`config.mk`:
```
export PLATFORM = sky130hd
export DESIGN_NAME = annexb_config_header_splitter_top
export DESIGN_NICKNAME = d
export VERILOG_FILES = /design/src/sv/acs_pkg.sv /design/src/sv/annexb_config_header_splitter_top.sv
export SDC_FILE = /design/constraint.sdc
export NUM_CORES = 1
export LEC_CHECK = 0
export ABC_AREA = 1
export BUFFER_PORTS_ARGS = -buffer_cell sky130_fd_sc_hd__buf_2
export CORE_MARGIN = 5
export CORE_UTILIZATION = 40
export CTS_CLUSTER_SIZE = 28
export DETAILED_ROUTE_END_ITERATION = 7
export MAX_ROUTING_LAYER = met4
export PLACE_DENSITY_LB_ADDON = 0.08
export RECOVER_POWER = 100
export SKIP_LAST_GASP = 1
export SLEW_MARGIN = 15
export SYNTH_ARGS = -nofsm -noshare
export SYNTH_HDL_FRONTEND = slang
export SYNTH_SLANG_ARGS = --single-unit
```
`constraint.sdc`:
```
create_clock -name clk_i -period 5.15 [get_ports clk_i]
set_clock_uncertainty 0.1 [all_clocks]
set_input_delay 0.7725 -clock clk_i [delete_from_list [all_inputs] [get_ports clk_i]]
set_output_delay 0.7725 -clock clk_i [all_outputs]
set_load 0.03 [all_outputs]
```
`src/sv/acs_pkg.sv`:
```
// ----------------------------------------------------------------------------
// acs_pkg
// Shared types and constants for the Annex B config header splitter.
// ----------------------------------------------------------------------------
package acs_pkg;

  // Frame byte counter width; payload offset and lengths on the result are 24 bits.
  localparam int unsigned FRAME_LEN_BITS = 24;
  localparam int unsigned POS_W          = FRAME_LEN_BITS;
  localparam int unsigned LEN_W          = 24;

  localparam int unsigned S_TDATA_W = 8;
  localparam int unsigned M_TDATA_W = 80;

  // Codec codes of the configuration register.
  localparam logic [1:0] CODEC_H264 = 2'd0;
  localparam logic [1:0] CODEC_HEVC = 2'd1;
  localparam logic [1:0] CODEC_AV1  = 2'd2;

  // NAL unit types.
  localparam logic [5:0] NAL_AUD_H264 = 6'd9;
  localparam logic [5:0] NAL_AUD_HEVC = 6'd35;
  localparam logic [5:0] NAL_SPS_H264 = 6'd7;
  localparam logic [5:0] NAL_VPS_HEVC = 6'd32;

  // Delimiter bytes, NAL header included, that follow its start code.
  localparam logic [2:0] AUD_BODY_H264 = 3'd2;
  localparam logic [2:0] AUD_BODY_HEVC = 3'd3;

  // Start codes counted before the config span ends.
  localparam logic [2:0] CODES_H264 = 3'd3;
  localparam logic [2:0] CODES_HEVC = 3'd4;

  typedef enum logic [2:0] {
    PH_LEAD,
    PH_LEAD_TYPE,
    PH_AUD_PREFIX,
    PH_AUD_TYPE,
    PH_SCAN,
    PH_IDLE,
    PH_DONE
  } phase_e;

  typedef enum logic [1:0] {
    PFX_WAIT,
    PFX_FOUND,
    PFX_BAD
  } pfx_e;

  // What the byte stage hands to the result stage at the end of a frame.
  typedef struct packed {
    logic [POS_W-1:0] len;
    logic             ovf;
    logic [2:0]       skip;
    logic [2:0]       lead;
    logic [LEN_W-1:0] hdr_end;
    logic             done;
    logic [1:0]       codec;
  } frame_sum_t;

endpackage

```
`src/sv/annexb_config_header_splitter_top.sv`:
```
// ----------------------------------------------------------------------------
// annexb_config_header_splitter_top
// Locates the SPS/VPS config header span in an Annex B frame, one byte per item.
// ----------------------------------------------------------------------------
// Result path: the frame summary register captures a frame's summary when its last
//   byte is accepted; the output register then loads the frame's result item.
// Throughput: one byte item per cycle, back to back across frames, unless a summary
//   waits on a stalled output; the summary and output registers hold one item each.
// Reset: rst_ni clears parser state, codec register (H.264) and the AV1 notice.
module annexb_config_header_splitter_top (
  input  logic                          clk_i,
  input  logic                          rst_ni,
  // configuration: codec select (0 H.264, 1 HEVC, 2 AV1)
  input  logic                          cfg_wr_en_i,
  input  logic [1:0]                    cfg_wr_data_i,
  // input byte stream
  input  logic                          s_axis_tvalid_i,
  output logic                          s_axis_tready_o,
  input  logic [acs_pkg::S_TDATA_W-1:0] s_axis_tdata_i,  // [7:0] data_byte
  input  logic                          s_axis_tlast_i,  // frame_end
  // result stream
  output logic                          m_axis_tvalid_o,
  input  logic                          m_axis_tready_i,
  // [0] frame_ignored, [1] config_found, [4:2] config_offset,
  // [28:5] config_length, [52:29] payload_offset, [76:53] payload_length,
  // [77] av1_config_notice, [78] too_long, [79] zero
  output logic [acs_pkg::M_TDATA_W-1:0] m_axis_tdata_o
);
  import acs_pkg::*;

  localparam logic [POS_W-1:0] POS_MAX = '1;

  // --------------------------------------------------------------------------
  // Configuration register
  // --------------------------------------------------------------------------
  logic [1:0] codec_cfg_q;

  always_ff @(posedge clk_i or negedge rst_ni) begin
    if (!rst_ni) begin
      codec_cfg_q <= CODEC_H264;
    end else if (cfg_wr_en_i) begin
      codec_cfg_q <= cfg_wr_data_i;
    end
  end

  // --------------------------------------------------------------------------
  // Byte stage: per-frame parser state
  // --------------------------------------------------------------------------
  logic [23:0]      recent_q,  recent_d;
  logic [POS_W-1:0] pos_q,     pos_d;
  phase_e           phase_q,   phase_d;
  logic [2:0]       lead_q,    lead_d;
  logic [2:0]       skip_q,    skip_d;
  logic [1:0]       seen_q,    seen_d;
  logic             pend_q,    pend_d;
  logic [LEN_W-1:0] hdr_q,     hdr_d;
  logic             ovf_q,     ovf_d;
  logic [1:0]       codec_q,   codec_d;
  logic [1:0]       fill_q,    fill_d;

  logic             s_accept;
  logic             first_byte;
  phase_e           phase_eff;
  logic             is_h264;
  logic [7:0]       b;
  logic [5:0]       nal_t;
  logic [5:0]       aud_type;
  logic [5:0]       ps_type;
  logic [31:0]      win;
  logic [2:0]       fill_n;
  logic             last_code;
  logic [LEN_W-1:0] hdr_cand;
  pfx_e             pfx_lead;
  pfx_e             pfx_aud;

  // Start code whose first byte sits at index p; the current byte is at i.
  function automatic pfx_e prefix_check(input logic [POS_W-1:0] i,
                                        input logic [3:0]       p,
                                        input logic [15:0]      rec,
                                        input logic [7:0]       byte_v);
    logic [3:0] p2;
    logic [3:0] p3;
    pfx_e       r;
    p2 = p + 4'd2;
    p3 = p + 4'd3;
    r  = PFX_WAIT;
    if (i == POS_W'(p2)) begin
      if (rec != 16'h0000)      r = PFX_BAD;
      else if (byte_v == 8'h01) r = PFX_FOUND;
      else if (byte_v == 8'h00) r = PFX_WAIT;
      else                      r = PFX_BAD;
    end else if (i == POS_W'(p3)) begin
      r = (byte_v == 8'h01) ? PFX_FOUND : PFX_BAD;
    end
    return r;
  endfunction

  assign b          = s_axis_tdata_i[7:0];
  assign first_byte = (pos_q == '0) && !ovf_q;
  // Latch the codec on the first byte of the frame.
  assign codec_d    = first_byte ? codec_cfg_q : codec_q;
  assign phase_eff  = (first_byte && (codec_cfg_q != CODEC_H264) &&
                       (codec_cfg_q != CODEC_HEVC)) ? PH_IDLE : phase_q;
  assign is_h264    = (codec_d == CODEC_H264);
  assign nal_t      = is_h264 ? {1'b0, b[4:0]} : b[6:1];
  assign aud_type   = is_h264 ? NAL_AUD_H264 : NAL_AUD_HEVC;
  assign ps_type    = is_h264 ? NAL_SPS_H264 : NAL_VPS_HEVC;
  assign win        = {recent_q, b};
  assign fill_n     = ({1'b0, fill_q} + 3'd1 > 3'd4) ? 3'd4 : {1'b0, fill_q} + 3'd1;
  assign last_code  = ({1'b0, seen_q} + 3'd1) >= (is_h264 ? CODES_H264 : CODES_HEVC);
  // Start of a code found now sits three bytes back; measure from the skip.
  assign hdr_cand   = LEN_W'(pos_q) - LEN_W'({1'b0, skip_q} + 4'd3);
  assign pfx_lead   = prefix_check(pos_q, 4'd0, recent_q[15:0], b);
  assign pfx_aud    = prefix_check(pos_q, {1'b0, skip_q}, recent_q[15:0], b);

  always_comb begin
    phase_d  = phase_eff;
    lead_d   = lead_q;
    skip_d   = skip_q;
    seen_d   = seen_q;
    pend_d   = pend_q;
    hdr_d    = hdr_q;
    fill_d   = fill_q;
    recent_d = {recent_q[15:0], b};
    pos_d    = pos_q;
    ovf_d    = ovf_q;

    // Saturate the byte counter and flag the overflow.
    if (pos_q == POS_MAX) begin
      ovf_d = 1'b1;
    end else begin
      pos_d = pos_q + 1'b1;
    end

    unique case (phase_eff)
      PH_LEAD: begin
        if (pfx_lead == PFX_FOUND) begin
          lead_d  = 3'(pos_q + 1'b1);
          phase_d = PH_LEAD_TYPE;
        end else if (pfx_lead == PFX_BAD) begin
          phase_d = PH_IDLE;
        end
      end
      PH_LEAD_TYPE: begin
        if (nal_t == aud_type) begin
          skip_d  = lead_q + (is_h264 ? AUD_BODY_H264 : AUD_BODY_HEVC);
          phase_d = PH_AUD_PREFIX;
        end else if (nal_t == ps_type) begin
          phase_d = PH_SCAN;
          seen_d  = 2'd1;
          fill_d  = 2'd1;
          pend_d  = 1'b0;
        end else begin
          phase_d = PH_IDLE;
        end
      end
      PH_AUD_PREFIX: begin
        if (pfx_aud == PFX_FOUND) begin
          phase_d = PH_AUD_TYPE;
        end else if (pfx_aud == PFX_BAD) begin
          phase_d = PH_IDLE;
        end
      end
      PH_AUD_TYPE: begin
        if (nal_t == ps_type) begin
          phase_d = PH_SCAN;
          seen_d  = 2'd1;
          fill_d  = 2'd1;
          pend_d  = 1'b0;
        end else begin
          phase_d = PH_IDLE;
        end
      end
      PH_SCAN: begin
        if (pend_q || (fill_n == 3'd4 && win == 32'h0000_0001)) begin
          // Count a start code: a short one once a byte followed it, or a long one.
          pend_d = 1'b0;
          if (last_code) begin
            hdr_d   = hdr_cand;
            phase_d = PH_DONE;
          end else begin
            seen_d = seen_q + 2'd1;
            fill_d = pend_q ? 2'd1 : 2'd0;
          end
        end else if (fill_n >= 3'd3 && win[23:0] == 24'h00_0001) begin
          // Hold a short code until one more byte of the frame shows up.
          pend_d = 1'b1;
          fill_d = 2'd0;
        end else begin
          fill_d = (fill_n > 3'd3) ? 2'd3 : fill_n[1:0];
        end
      end
      default: begin
      end
    endcase
  end

  // --------------------------------------------------------------------------
  // Handshake and pipeline control
  // --------------------------------------------------------------------------
  frame_sum_t        sum_q;
  logic              sum_valid_q;
  logic              out_valid_q;
  logic [M_TDATA_W-1:0] out_data_q;
  logic [M_TDATA_W-1:0] out_data_d;
  logic              out_load;
  logic              out_av1;
  logic              av1_sent_q;

  assign out_load        = sum_valid_q && (!out_valid_q || m_axis_tready_i);
  assign s_axis_tready_o = !sum_valid_q || out_load;
  assign s_accept        = s_axis_tvalid_i && s_axis_tready_o;

  always_ff @(posedge clk_i or negedge rst_ni) begin
    if (!rst_ni) begin
      recent_q <= '0;
      pos_q    <= '0;
      phase_q  <= PH_LEAD;
      lead_q   <= '0;
      skip_q   <= '0;
      seen_q   <= '0;
      pend_q   <= 1'b0;
      hdr_q    <= '0;
      ovf_q    <= 1'b0;
      codec_q  <= CODEC_H264;
      fill_q   <= '0;
    end else if (s_accept) begin
      if (s_axis_tlast_i) begin
        // Clear the parser for the next frame.
        recent_q <= '0;
        pos_q    <= '0;
        phase_q  <= PH_LEAD;
        lead_q   <= '0;
        skip_q   <= '0;
        seen_q   <= '0;
        pend_q   <= 1'b0;
        hdr_q    <= '0;
        ovf_q    <= 1'b0;
        codec_q  <= CODEC_H264;
        fill_q   <= '0;
      end else begin
        recent_q <= recent_d;
        pos_q    <= pos_d;
        phase_q  <= phase_d;
        lead_q   <= lead_d;
        skip_q   <= skip_d;
        seen_q   <= seen_d;
        pend_q   <= pend_d;
        hdr_q    <= hdr_d;
        ovf_q    <= ovf_d;
        codec_q  <= codec_d;
        fill_q   <= fill_d;
      end
    end
  end

  // Frame summary register: captured on the last byte of a frame.
  always_ff @(posedge clk_i or negedge rst_ni) begin
    if (!rst_ni) begin
      sum_valid_q <= 1'b0;
    end else if (s_accept && s_axis_tlast_i) begin
      sum_valid_q <= 1'b1;
    end else if (out_load) begin
      sum_valid_q <= 1'b0;
    end
  end

  always_ff @(posedge clk_i) begin
    if (s_accept && s_axis_tlast_i) begin
      sum_q.len     <= pos_d;
      sum_q.ovf     <= ovf_d;
      sum_q.skip    <= skip_d;
      sum_q.lead    <= lead_d;
      sum_q.hdr_end <= hdr_d;
      sum_q.done    <= (phase_d == PH_DONE);
      sum_q.codec   <= codec_d;
    end
  end

  // --------------------------------------------------------------------------
  // Result stage: spans and flags from the frame summary
  // --------------------------------------------------------------------------
  logic             r_short;
  logic             r_other;
  logic             r_skipped;
  logic             r_found;
  logic [2:0]       r_off;
  logic [LEN_W-1:0] r_cfg_len;
  logic [LEN_W-1:0] r_pay_off;
  logic [LEN_W-1:0] r_pay_len;

  assign r_short   = sum_q.len < POS_W'(4);
  assign r_other   = (sum_q.codec != CODEC_H264) && (sum_q.codec != CODEC_HEVC);
  assign r_skipped = (sum_q.skip != 3'd0) &&
                     (sum_q.len > POS_W'({1'b0, sum_q.skip} + {1'b0, sum_q.lead}));
  assign r_off     = r_skipped ? sum_q.skip : 3'd0;
  assign r_found   = sum_q.done && ((sum_q.skip == 3'd0) || r_skipped);
  assign r_cfg_len = r_found ? sum_q.hdr_end : '0;
  assign r_pay_off = LEN_W'(r_off) + r_cfg_len;

  always_comb begin
    out_av1    = 1'b0;
    r_pay_len  = LEN_W'(sum_q.len) - r_pay_off;
    out_data_d = {1'b0, sum_q.ovf, 1'b0, r_pay_len, r_pay_off, r_cfg_len, r_off,
                  r_found, 1'b0};
    if (r_short) begin
      // Drop short frames: only the ignore flag is set.
      out_data_d = {{(M_TDATA_W-1){1'b0}}, 1'b1};
    end else if (r_other) begin
      // AV1 and unknown codecs: whole frame is payload.
      out_av1    = (sum_q.codec == CODEC_AV1) && !av1_sent_q;
      out_data_d = {1'b0, sum_q.ovf, out_av1, LEN_W'(sum_q.len),
                    {(2*LEN_W+5){1'b0}}};
    end
  end

  always_ff @(posedge clk_i or negedge rst_ni) begin
    if (!rst_ni) begin
      out_valid_q <= 1'b0;
      av1_sent_q  <= 1'b0;
    end else begin
      if (out_load) begin
        out_valid_q <= 1'b1;
      end else if (m_axis_tready_i) begin
        out_valid_q <= 1'b0;
      end
      if (out_load && out_av1) begin
        av1_sent_q <= 1'b1;
      end
    end
  end

  always_ff @(posedge clk_i) begin
    if (out_load) begin
      out_data_q <= out_data_d;
    end
  end

  assign m_axis_tvalid_o = out_valid_q;
  assign m_axis_tdata_o  = out_data_q;

  // --------------------------------------------------------------------------
  // Assertions
  // --------------------------------------------------------------------------
  a_sum_to_out: assert property (@(posedge clk_i) disable iff (!rst_ni)
    out_load |=> m_axis_tvalid_o)
    else $error("summary consumed without a result item");

  a_av1_once: assert property (@(posedge clk_i) disable iff (!rst_ni)
    (out_load && out_av1) |=> (av1_sent_q && !out_av1))
    else $error("AV1 notice not recorded");

  a_frame_clear: assert property (@(posedge clk_i) disable iff (!rst_ni)
    (s_accept && s_axis_tlast_i) |=> (pos_q == '0 && phase_q == PH_LEAD && !ovf_q))
    else $error("parser state not cleared after frame end");

  a_pay_after_cfg: assert property (@(posedge clk_i) disable iff (!rst_ni)
    (m_axis_tvalid_o && m_axis_tdata_o[1] && !m_axis_tdata_o[78])
      |-> (m_axis_tdata_o[52:29] >= m_axis_tdata_o[28:5]))
    else $error("payload starts inside the config span");

endmodule

```
==> impl_metrics.tcl, run 1 <==
set metrics [dict create \
    path_clk_slew_ns 0.06 \
    multi_input_comb_area_um2 5854 \
    initial_core_util_pct 40.48 \
    period_share_pct 99.47 \
    firstDrtPassIters 5 \
    min_from "cfg_wr_data_i[0]" \
    clock_latency_ns 0.54 \
    stdcell_count 2048 \
    total_leakage_power_uw 0.007006 \
    fin_nets 1697 \
    place_congestion 0.8810 \
    via_count 10050 \
    synth-main-ff-cell "edfxtp_1" \
    crit_path_end_kind "flop" \
    drtAntennaViolNets 0 \
    drive_above_1_share_pct 21.81 \
    fillCellCount 3029 \
    slew_headroom_pct -108.8 \
    slowest_stage "edfxtp_1" \
    rrSetupSlack_ns 0.03 \
    numCtsBuffers 27 \
    grt_pass1_wl_um 53920 \
    setup_viol 0 \
    ir_drop_mv 0.2310 \
    avgRoutedWirePerCell_um 16.55 \
    crit_path_max_fanout 4 \
    synth_top_area_share_pct 32.29 \
    vias_per_cell 4.907 \
    synth-edff-count 137 \
    ys_ff_latch 231 \
    crit_arrival_ns 5.29 \
    ff_latch_area_um2 6466 \
    synthesis.nets 1498 \
    synth_area_um2 12740 \
    grt_max_degree 72 \
    ys_types 61 \
    syn_area_per_cell_um2 8.928 \
    dieArea_um2 35520 \
    cts_tree "built" \
    max_stage_delay_ns 0.44 \
    status "finished, violations left" \
    remaining_drc_errors 0 \
    layout_common_cells "239 x nand2_1, 215 x inv_1, 148 x nor2_1" \
    synth_largest_area_cell "edfxtp_1" \
    syn_inst 1427 \
    async_flop_share_pct 40.69 \
    holdPathStages 3 \
    rr_endpoint "m_axis_tdata_o[73]" \
    antenna_found_initial 0 \
    rsz0062_at_grt "yes" \
    power.total_uw 5157 \
    worst_r2r_path_depth 33 \
    antenna_cells 0 \
    synth_warnings 0 \
    holdPathEnd "codec_cfg_q[0]" \
    ios 98 \
    cts-root-buf "clkbuf_16" \
    max_freq_mhz 195.2 \
    final_common_cell "nand2_1" \
    area_growth_pct 24.45 \
    r2r_start "sum_q[28]" \
    core.rowCount 65 \
    hold_class "input pin to flop" \
    max_slew.worst_pin.slew_ns 3.131 \
    first_iter_violations 547 \
    die_y_um 188.5 \
    synth_area_leaders "edfxtp_1 32%, dfrtp_1 18%, nand2_1 7.7%" \
    seq_area_frac_synth_pct 50.76 \
    maxSlewViolCount 89 \
    io_buffers 96 \
    coreArea_um2 31470 \
    cp.required_ns 5.31 \
    first_global_vias 9982 \
    finalHoldViolations 0 \
    cts.sinks 231 \
    wl_um 33900 \
    post-place-cells 1971 \
    gr-total-overflow 0 \
    finalCriticalPeriod_ns 5.123 \
    maxCapViolCount 2 \
    ctsHoldBuffers 0 \
    power.density_nw_per_um2 325.2 \
    path_class "flop to flop" \
    die_width_um 188.5 \
    clock_path_buffers 3 \
    ctsHtreeMaxLevel 1 \
    crit_path_frequent_cell "nand2_1" \
    startpoint_type "flop" \
    violations "max-capacitance violations, max-slew violations" \
    dp_hpwl_um 24650 \
    grtUsageTotal_pct 19.09 \
]
cell usage after synthesis (5+ instances only):
library cell and n:
inv_2 18, clkbuf_1 21, edfxtp_1 137, nor2_1 160, nand3_2 8, nand2_1 263, o22ai_1 55, nor2_2 9
buf_1 5, o21a_1 10, o21ai_0 85, nand2_2 12, nand4_1 20, buf_4 5, inv_1 221, nor4_1 7
nor3_1 26, xnor2_1 9, o21ai_1 13, nand3_1 39, buf_2 6, dfrtp_1 94, a22o_1 5, ha_1 51
xor2_1 42, a21oi_1 47
kinds of logic after synthesis:
kind of cell	count (synthesis)	synth area share (%)
buf+inv	279	8.505
other cells	1	0.02944
fa+ha+maj	55	5.637
mux	1	0.08838
xor+xnor	52	3.683
flops	231	50.76
compound gates	238	10.98
simple gates	570	20.32
per-stage QoR:
stage / util, % / setup slack (ns) / setup TNS [ns] / hold slack, ns / instance area [um^2]
2_1_floorplan: - / 0.01916 / 0 / 0.3426 / 12740
3_3_place_gp: 45.11 / -0.5281 / -2.463 / 0.3540 / 14200
3_5_place_dp: 45.11 / -0.5408 / -2.959 / 0.3596 / 14200
4_1_cts: 48.59 / 0.01611 / 0 / 0.1948 / 15290
5_1_grt: 50.38 / -0.2949 / -2.055 / 0.3101 / 15860
6_report: 50.38 / 0.02741 / 0 / 0.3371 / 15860
worst max-delay path by stage:
stage               from  depth (start not counted)  slack (ns)            endpoint
2_1_floorplan  sum_q[30]                         35        0.02  m_axis_tdata_o[73]
3_5_place_dp   sum_q[27]                         31       -0.54  m_axis_tdata_o[66]
5_1_grt        sum_q[28]                         36       -0.29  m_axis_tdata_o[75]
3_3_place_gp   sum_q[27]                         31       -0.53  m_axis_tdata_o[66]
6_report       sum_q[28]                         33        0.03  m_axis_tdata_o[73]
4_1_cts        sum_q[27]                         33        0.02  m_axis_tdata_o[76]
final cells by class:
class | instances | share of cell area (%)
clock buffers | 31 | 4.482
clock inverters | 18 | 1.073
inverters | 241 | 5.737
multi-input cells | 917 | 36.92
flip-flops and latches | 231 | 40.78
well taps | 402 | 3.172
repair buffers | 208 | 7.828
what timing repair did:
action	4_1_cts	5_1_grt
hold endpoints to repair	0	0
resized for setup	36	117
buffers inserted	10	18
setup endpoints to repair	14	15
pin swaps	12	48
per-layer routing:
metal	vias to the layer above	GRT usage [%]	part of all wire, %
li1	5124	-	-
met1	4706	26.73	49
met2	181	29.88	45
met3	39	2.594	4.0
met4	0	4.344	2.0
met5	-	-	0
power by group:
| group | internal (uW) | switching [uW] |
|---|---|---|
| Clock | 1100 | 792 |
| Sequential | 2120 | 65.3 |
| Combinational | 373 | 713 |
| Total | 3590 | 1570 |
registers in the layout, summed over array words and instances (netlist names), 2 cells and up:
signal,flops
codec_cfg_q,2
codec_q,2
fill_q,2
hdr_q,24
lead_q,3
m_axis_tdata_o,79
phase_q,3
pos_q,24
recent_q,24
seen_q,2
skip_q,3
sum_q,58
worst max-delay path, delay by kind of cell (launching register included):
kind,cells,cell delay [ns]
adders and majority gates,4,1.15
buffers and inverters,4,0.43
and+or+nand+nor,19,1.77
DFF,1,0.44
xor gates and xnor gates,1,0.16
AOI/OAI and AO/OA,5,0.76
Note: power is estimated with default switching activity, not from simulation.
==> inputs of run 2 (changes only) <==
Settings changed: REMOVE_ABC_BUFFERS set to 1.
==> run 2 against run 1 <==
  * The run ends with max-capacitance violations, max-slew violations, negative setup slack left
  * Critical path depth shrank 1
  * Via count shrank 0.71%
  * Hold slack gained 0.032 ns
  * Global-route usage shrank 0.068 points
  * Critical endpoint is now m_axis_tdata_o[76]
==> impl_metrics.tcl, run 2 (synthesis results as in run 1) <==
set metrics [dict create \
    fillCellCount 3065 \
    grtUsageTotal_pct 19.03 \
    first_global_vias 10010 \
    status "finished, violations left" \
    total_leakage_power_uw 0.006888 \
    clock_path_buffers 3 \
    initial_core_util_pct 40.48 \
    rsz0062_at_grt "yes" \
    avgRoutedWirePerCell_um 16.44 \
    ir_drop_mv 0.2573 \
    max_freq_mhz 193.7 \
    core.rowCount 65 \
    first_iter_violations 624 \
    r2r_start "sum_q[30]" \
    cp.required_ns 5.33 \
    layout_common_cells "244 x nand2_1, 215 x inv_1, 145 x nor2_1" \
    max_slew.worst_pin.slew_ns 3.579 \
    crit_path_frequent_cell "nand2_1" \
    power.density_nw_per_um2 328.4 \
    io_buffers 96 \
    final_common_cell "nand2_1" \
    path_clk_slew_ns 0.06 \
    setup_viol 2 \
    hold_class "flop to flop" \
    largest_reg_flops 79 \
    area_growth_pct 21.95 \
    firstDrtPassIters 5 \
    period_share_pct 100.3 \
    crit_path_max_fanout 5 \
    cts.sinks 231 \
    ios 98 \
    max_stage_delay_ns 0.56 \
    ctsHtreeMaxLevel 1 \
    grt_pass1_wl_um 53700 \
    rr_endpoint "m_axis_tdata_o[76]" \
    via_count 9979 \
    antenna_cells 0 \
    internal_power_uw 3596 \
    holdPathStages 1 \
    path_class "flop to flop" \
    dieArea_um2 35520 \
    finalHoldViolations 0 \
    p_sw_share_pct 29.51 \
    wl_um 33410 \
    antenna_found_initial 0 \
    maxCapViolCount 1 \
    multi_input_comb_area_um2 5662 \
    dp_hpwl_um 24570 \
    finalCriticalPeriod_ns 5.163 \
    drive_above_1_share_pct 19.39 \
    fin_nets 1680 \
    startpoint_type "flop" \
    crit_path_end_kind "flop" \
    min_from "av1_sent_q" \
    vias_per_cell 4.911 \
    ff_latch_area_um2 6466 \
    holdPathEnd "av1_sent_q" \
    crit_arrival_ns 5.35 \
    grt_max_degree 79 \
    tns_ns -0.01631 \
    die_width_um 188.5 \
    maxSlewViolCount 64 \
    coreArea_um2 31470 \
    pwr-share-seq_pct 42.7 \
    rrSetupSlack_ns -0.01 \
    drtAntennaViolNets 0 \
    switchingPower_uw 1505 \
    preCtsSetupSlack_ns -0.4657 \
    power.share.clock_pct 36.6 \
    remaining_drc_errors 0 \
    ctsHoldBuffers 0 \
    die_y_um 188.5 \
    power_frac_comb_pct 20.6 \
    violations "max-capacitance violations, max-slew violations, negative setup slack" \
    cts_tree "built" \
    cts-root-buf "clkbuf_16" \
    numCtsBuffers 27 \
    setup_ws_ns -0.01347 \
    worst_r2r_path_depth 32 \
    clock_latency_ns 0.53 \
    gr-total-overflow 0 \
    slew_headroom_pct -138.6 \
    slowest_stage "fa_2" \
    place_congestion 0.8799 \
]
[run 2: cell count changes in the layout (fill, tap and decap cells not counted), sizes merged]
cell / delta
buf: -18
clkinvlp: -3
bufinv: +1
inv: -1
clkbuf: +5
[run 2: layout make-up]
cell class	instances	area share, %
sequential	231	41.62
tap	402	3.237
timing repair buffer	191	7.240
clock buffer	35	4.607
multi-input combinational	917	36.44
inverter	241	5.839
clock inverter	15	1.015
[run 2: worst max path at each step]
stage | startpoint | end | slack [ns] | depth (start not counted)
detailed placement | sum_q[27] | m_axis_tdata_o[66] | -0.47 | 31
CTS | sum_q[27] | m_axis_tdata_o[75] | 0.002 | 36
global route | sum_q[30] | m_axis_tdata_o[76] | -0.38 | 34
floorplan | sum_q[30] | m_axis_tdata_o[75] | 0.16 | 36
global placement | sum_q[27] | m_axis_tdata_o[66] | -0.46 | 31
finish | sum_q[30] | m_axis_tdata_o[76] | -0.01 | 32
[run 2: power groups by stage]
stage	Clock [uW]	Sequential [uW]	Combinational, uW
final	1870	2180	1050
after global routing	2010	2190	1180
after CTS	1930	2180	1030
after detailed placement	0	2210	1010
after global placement	0	2210	1000
after floorplan	0	2300	602
[run 2: routing by layer]
layer | up-vias | track usage [%] | wire [um]
li1 | 5099 | - | -
met1 | 4671 | 26.59 | 16110
met2 | 174 | 29.82 | 15390
met3 | 35 | 2.501 | 1317
met4 | 0 | 4.484 | 597
met5 | - | - | 0
[run 2: worst max-delay path, delay by kind of cell (launching register included)]
kind,cells,cell delay (ns)
AO/OA/AOI/OAI,2,0.29
XOR/XNOR,1,0.24
adder cells (fa/ha/maj),6,1.77
buffers and inverters,4,0.40
flip-flops,1,0.39
AND/OR/NAND/NOR,19,1.68
[run 2: through the flow]
stage	utilization, %	power (uW)	hold WS, ns	instances	instance area, um^2
after floorplan	-	2904	0.3426	1389	12560
after global placement	45.03	3217	0.3506	1966	14170
after detailed placement	45.03	3228	0.3608	1966	14170
after CTS	48.13	5134	0.2715	2017	15150
after global routing	49.36	5381	0.3583	2032	15540
final	49.36	5102	0.3692	2032	15540
[run 2: repair_timing]
item,in CTS,in global routing
endpoints found under the setup margin,13,15
pin swaps,7,44
buffers inserted,1,15
gates resized for setup,25,92
==> inputs of run 3 (changes only) <==
Settings changed: CTS_BUF_LIST set to sky130_fd_sc_hd__clkbuf_8.
==> run 3 against run 2 <==
  * Wire length rose by 1.9%
  * The run ends with max-capacitance violations, max-slew violations left
  * Combinational power barely moved
  * Global-route usage rose by 0.35 points
  * First-iteration DRC count fell by 4.3%
  * Die area did not move
  * Critical path depth rose by 5
  * Core utilization rose by 0.13 points
  * Final cell count rose by 1.7%
  * Flip-flop and latch count did not move
==> impl_metrics.tcl, run 3 (synthesis results as in run 1) <==
set metrics [dict create \
    status "finished, violations left" \
    violations "max-capacitance violations, max-slew violations" \
    maxCapViolCount 5 \
    dieArea_um2 35520 \
    die_width_um 188.5 \
    power.total_uw 4940 \
    largest_reg_flops 79 \
    finalHoldViolations 0 \
    drtAntennaViolNets 0 \
    rr_endpoint "m_axis_tdata_o[75]" \
    avgRoutedWirePerCell_um 16.49 \
    hold-worst-slack_ns 0.3649 \
    place_congestion 0.8799 \
    core.rowCount 65 \
    total_leakage_power_uw 0.006993 \
    firstDrtPassIters 5 \
    ctsHtreeMaxLevel 2 \
    fin_area_um2 15580 \
    wl_um 34060 \
    setup_viol 0 \
    crit_path_max_fanout 4 \
    slew_headroom_pct -135.1 \
    antenna_found_initial 0 \
    via_count 10130 \
    remaining_drc_errors 0 \
    power.density_nw_per_um2 317.1 \
    hold_class "input pin to flop" \
    fin_nets 1702 \
    finalCriticalPeriod_ns 5.076 \
    max_stage_delay_ns 0.52 \
    cts-root-buf "clkbuf_8" \
    first_iter_violations 597 \
    area_growth_pct 22.27 \
    io_buffers 96 \
    r2r_start "sum_q[30]" \
    crit_cells 37 \
    place_area_um2 14170 \
    die_y_um 188.5 \
    dp_hpwl_um 24570 \
    clock_latency_ns 0.54 \
    max_slew.worst_pin.slew_ns 3.527 \
    grtUsageTotal_pct 19.37 \
    slowest_stage "fa_2" \
    coreArea_um2 31470 \
    crit_path_frequent_cell "nand2_1" \
    antenna_cells 0 \
    critical_path.endpoint "m_axis_tdata_o[75]" \
    initial_core_util_pct 40.48 \
    clock_path_buffers 3 \
    finish.utilization_pct 49.49 \
    ctsHoldBuffers 0 \
    vias_per_cell 4.902 \
    maxSlewViolCount 287 \
    gr-total-overflow 0 \
    numCtsBuffers 42 \
    worst_r2r_path_depth 37 \
    cts.sinks 231 \
    crit_family "simple AND/OR/NAND/NOR gates" \
    cts_tree "built" \
    ios 98 \
    period_share_pct 98.56 \
    cp_num_buf_inv 5 \
    grt_max_degree 79 \
    crit_path_end_kind "flop" \
    path_class "flop to flop" \
    startpoint_type "flop" \
    layout_common_cells "247 x nand2_1, 232 x inv_1, 150 x nor2_1" \
    drive_above_1_share_pct 19.47 \
    rrSetupSlack_ns 0.07 \
    max_freq_mhz 197.0 \
    crit_start "sum_q[30]" \
    crit_arrival_ns 5.26 \
    rsz0062_at_grt "yes" \
    path_clk_slew_ns 0.06 \
    first_global_vias 10150 \
    grt_pass1_wl_um 54290 \
    final_common_cell "nand2_1" \
    cp.required_ns 5.33 \
    ir_drop_mv 0.2677 \
]
-- run 3: worst min path at each step --
stage	startpoint	depth (start not counted)	slack [ns]	end
global route	cfg_wr_data_i[1]	2	0.34	codec_cfg_q[1]
detailed placement	av1_sent_q	1	0.36	av1_sent_q
finish	cfg_wr_data_i[1]	2	0.36	codec_cfg_q[1]
global placement	av1_sent_q	1	0.35	av1_sent_q
floorplan	av1_sent_q	1	0.34	av1_sent_q
CTS	rst_ni	1	0.24	hdr_q[8]
-- run 3: cell type report --
class,count,area [um^2]
well taps,402,503.0
fillers,3087,15900
clock inverters,27,137.6
inverters,241,909.6
multi-input cells,917,5709
flip-flops and latches,231,6466
clock buffers,50,688.2
repair buffers,198,1164
-- run 3: timing repair --
item,in CTS,in global routing
setup buffers,1,22
gates cloned,0,0
resized for setup,21,115
pin swaps,6,49
endpoints found under the setup margin,13,15
-- run 3: power breakdown --
group / total [uW] / switching (uW) / internal (uW)
Combinational: 1050 / 699 / 348
Sequential: 2180 / 62.2 / 2120
Clock: 1710 / 779 / 930
Total: 4940 / 1540 / 3400
-- run 3: metrics by stage --
step	setup slack (ns)	TNS, ns	std cells
floorplan	0.1566	0	1389
finish	0.07417	0	2066
global placement	-0.4614	-2.248	1966
detailed placement	-0.4657	-3.222	1966
CTS	0.01424	0	2044
global route	-0.2178	-1.355	2066
-- run 3: routing by layer --
layer | vias up | track usage, % | routed length, um
met5 | - | - | 0
li1 | 5143 | - | -
met4 | 0 | 5.998 | 970
met2 | 228 | 29.85 | 15440
met1 | 4692 | 26.75 | 16140
met3 | 64 | 2.797 | 1511
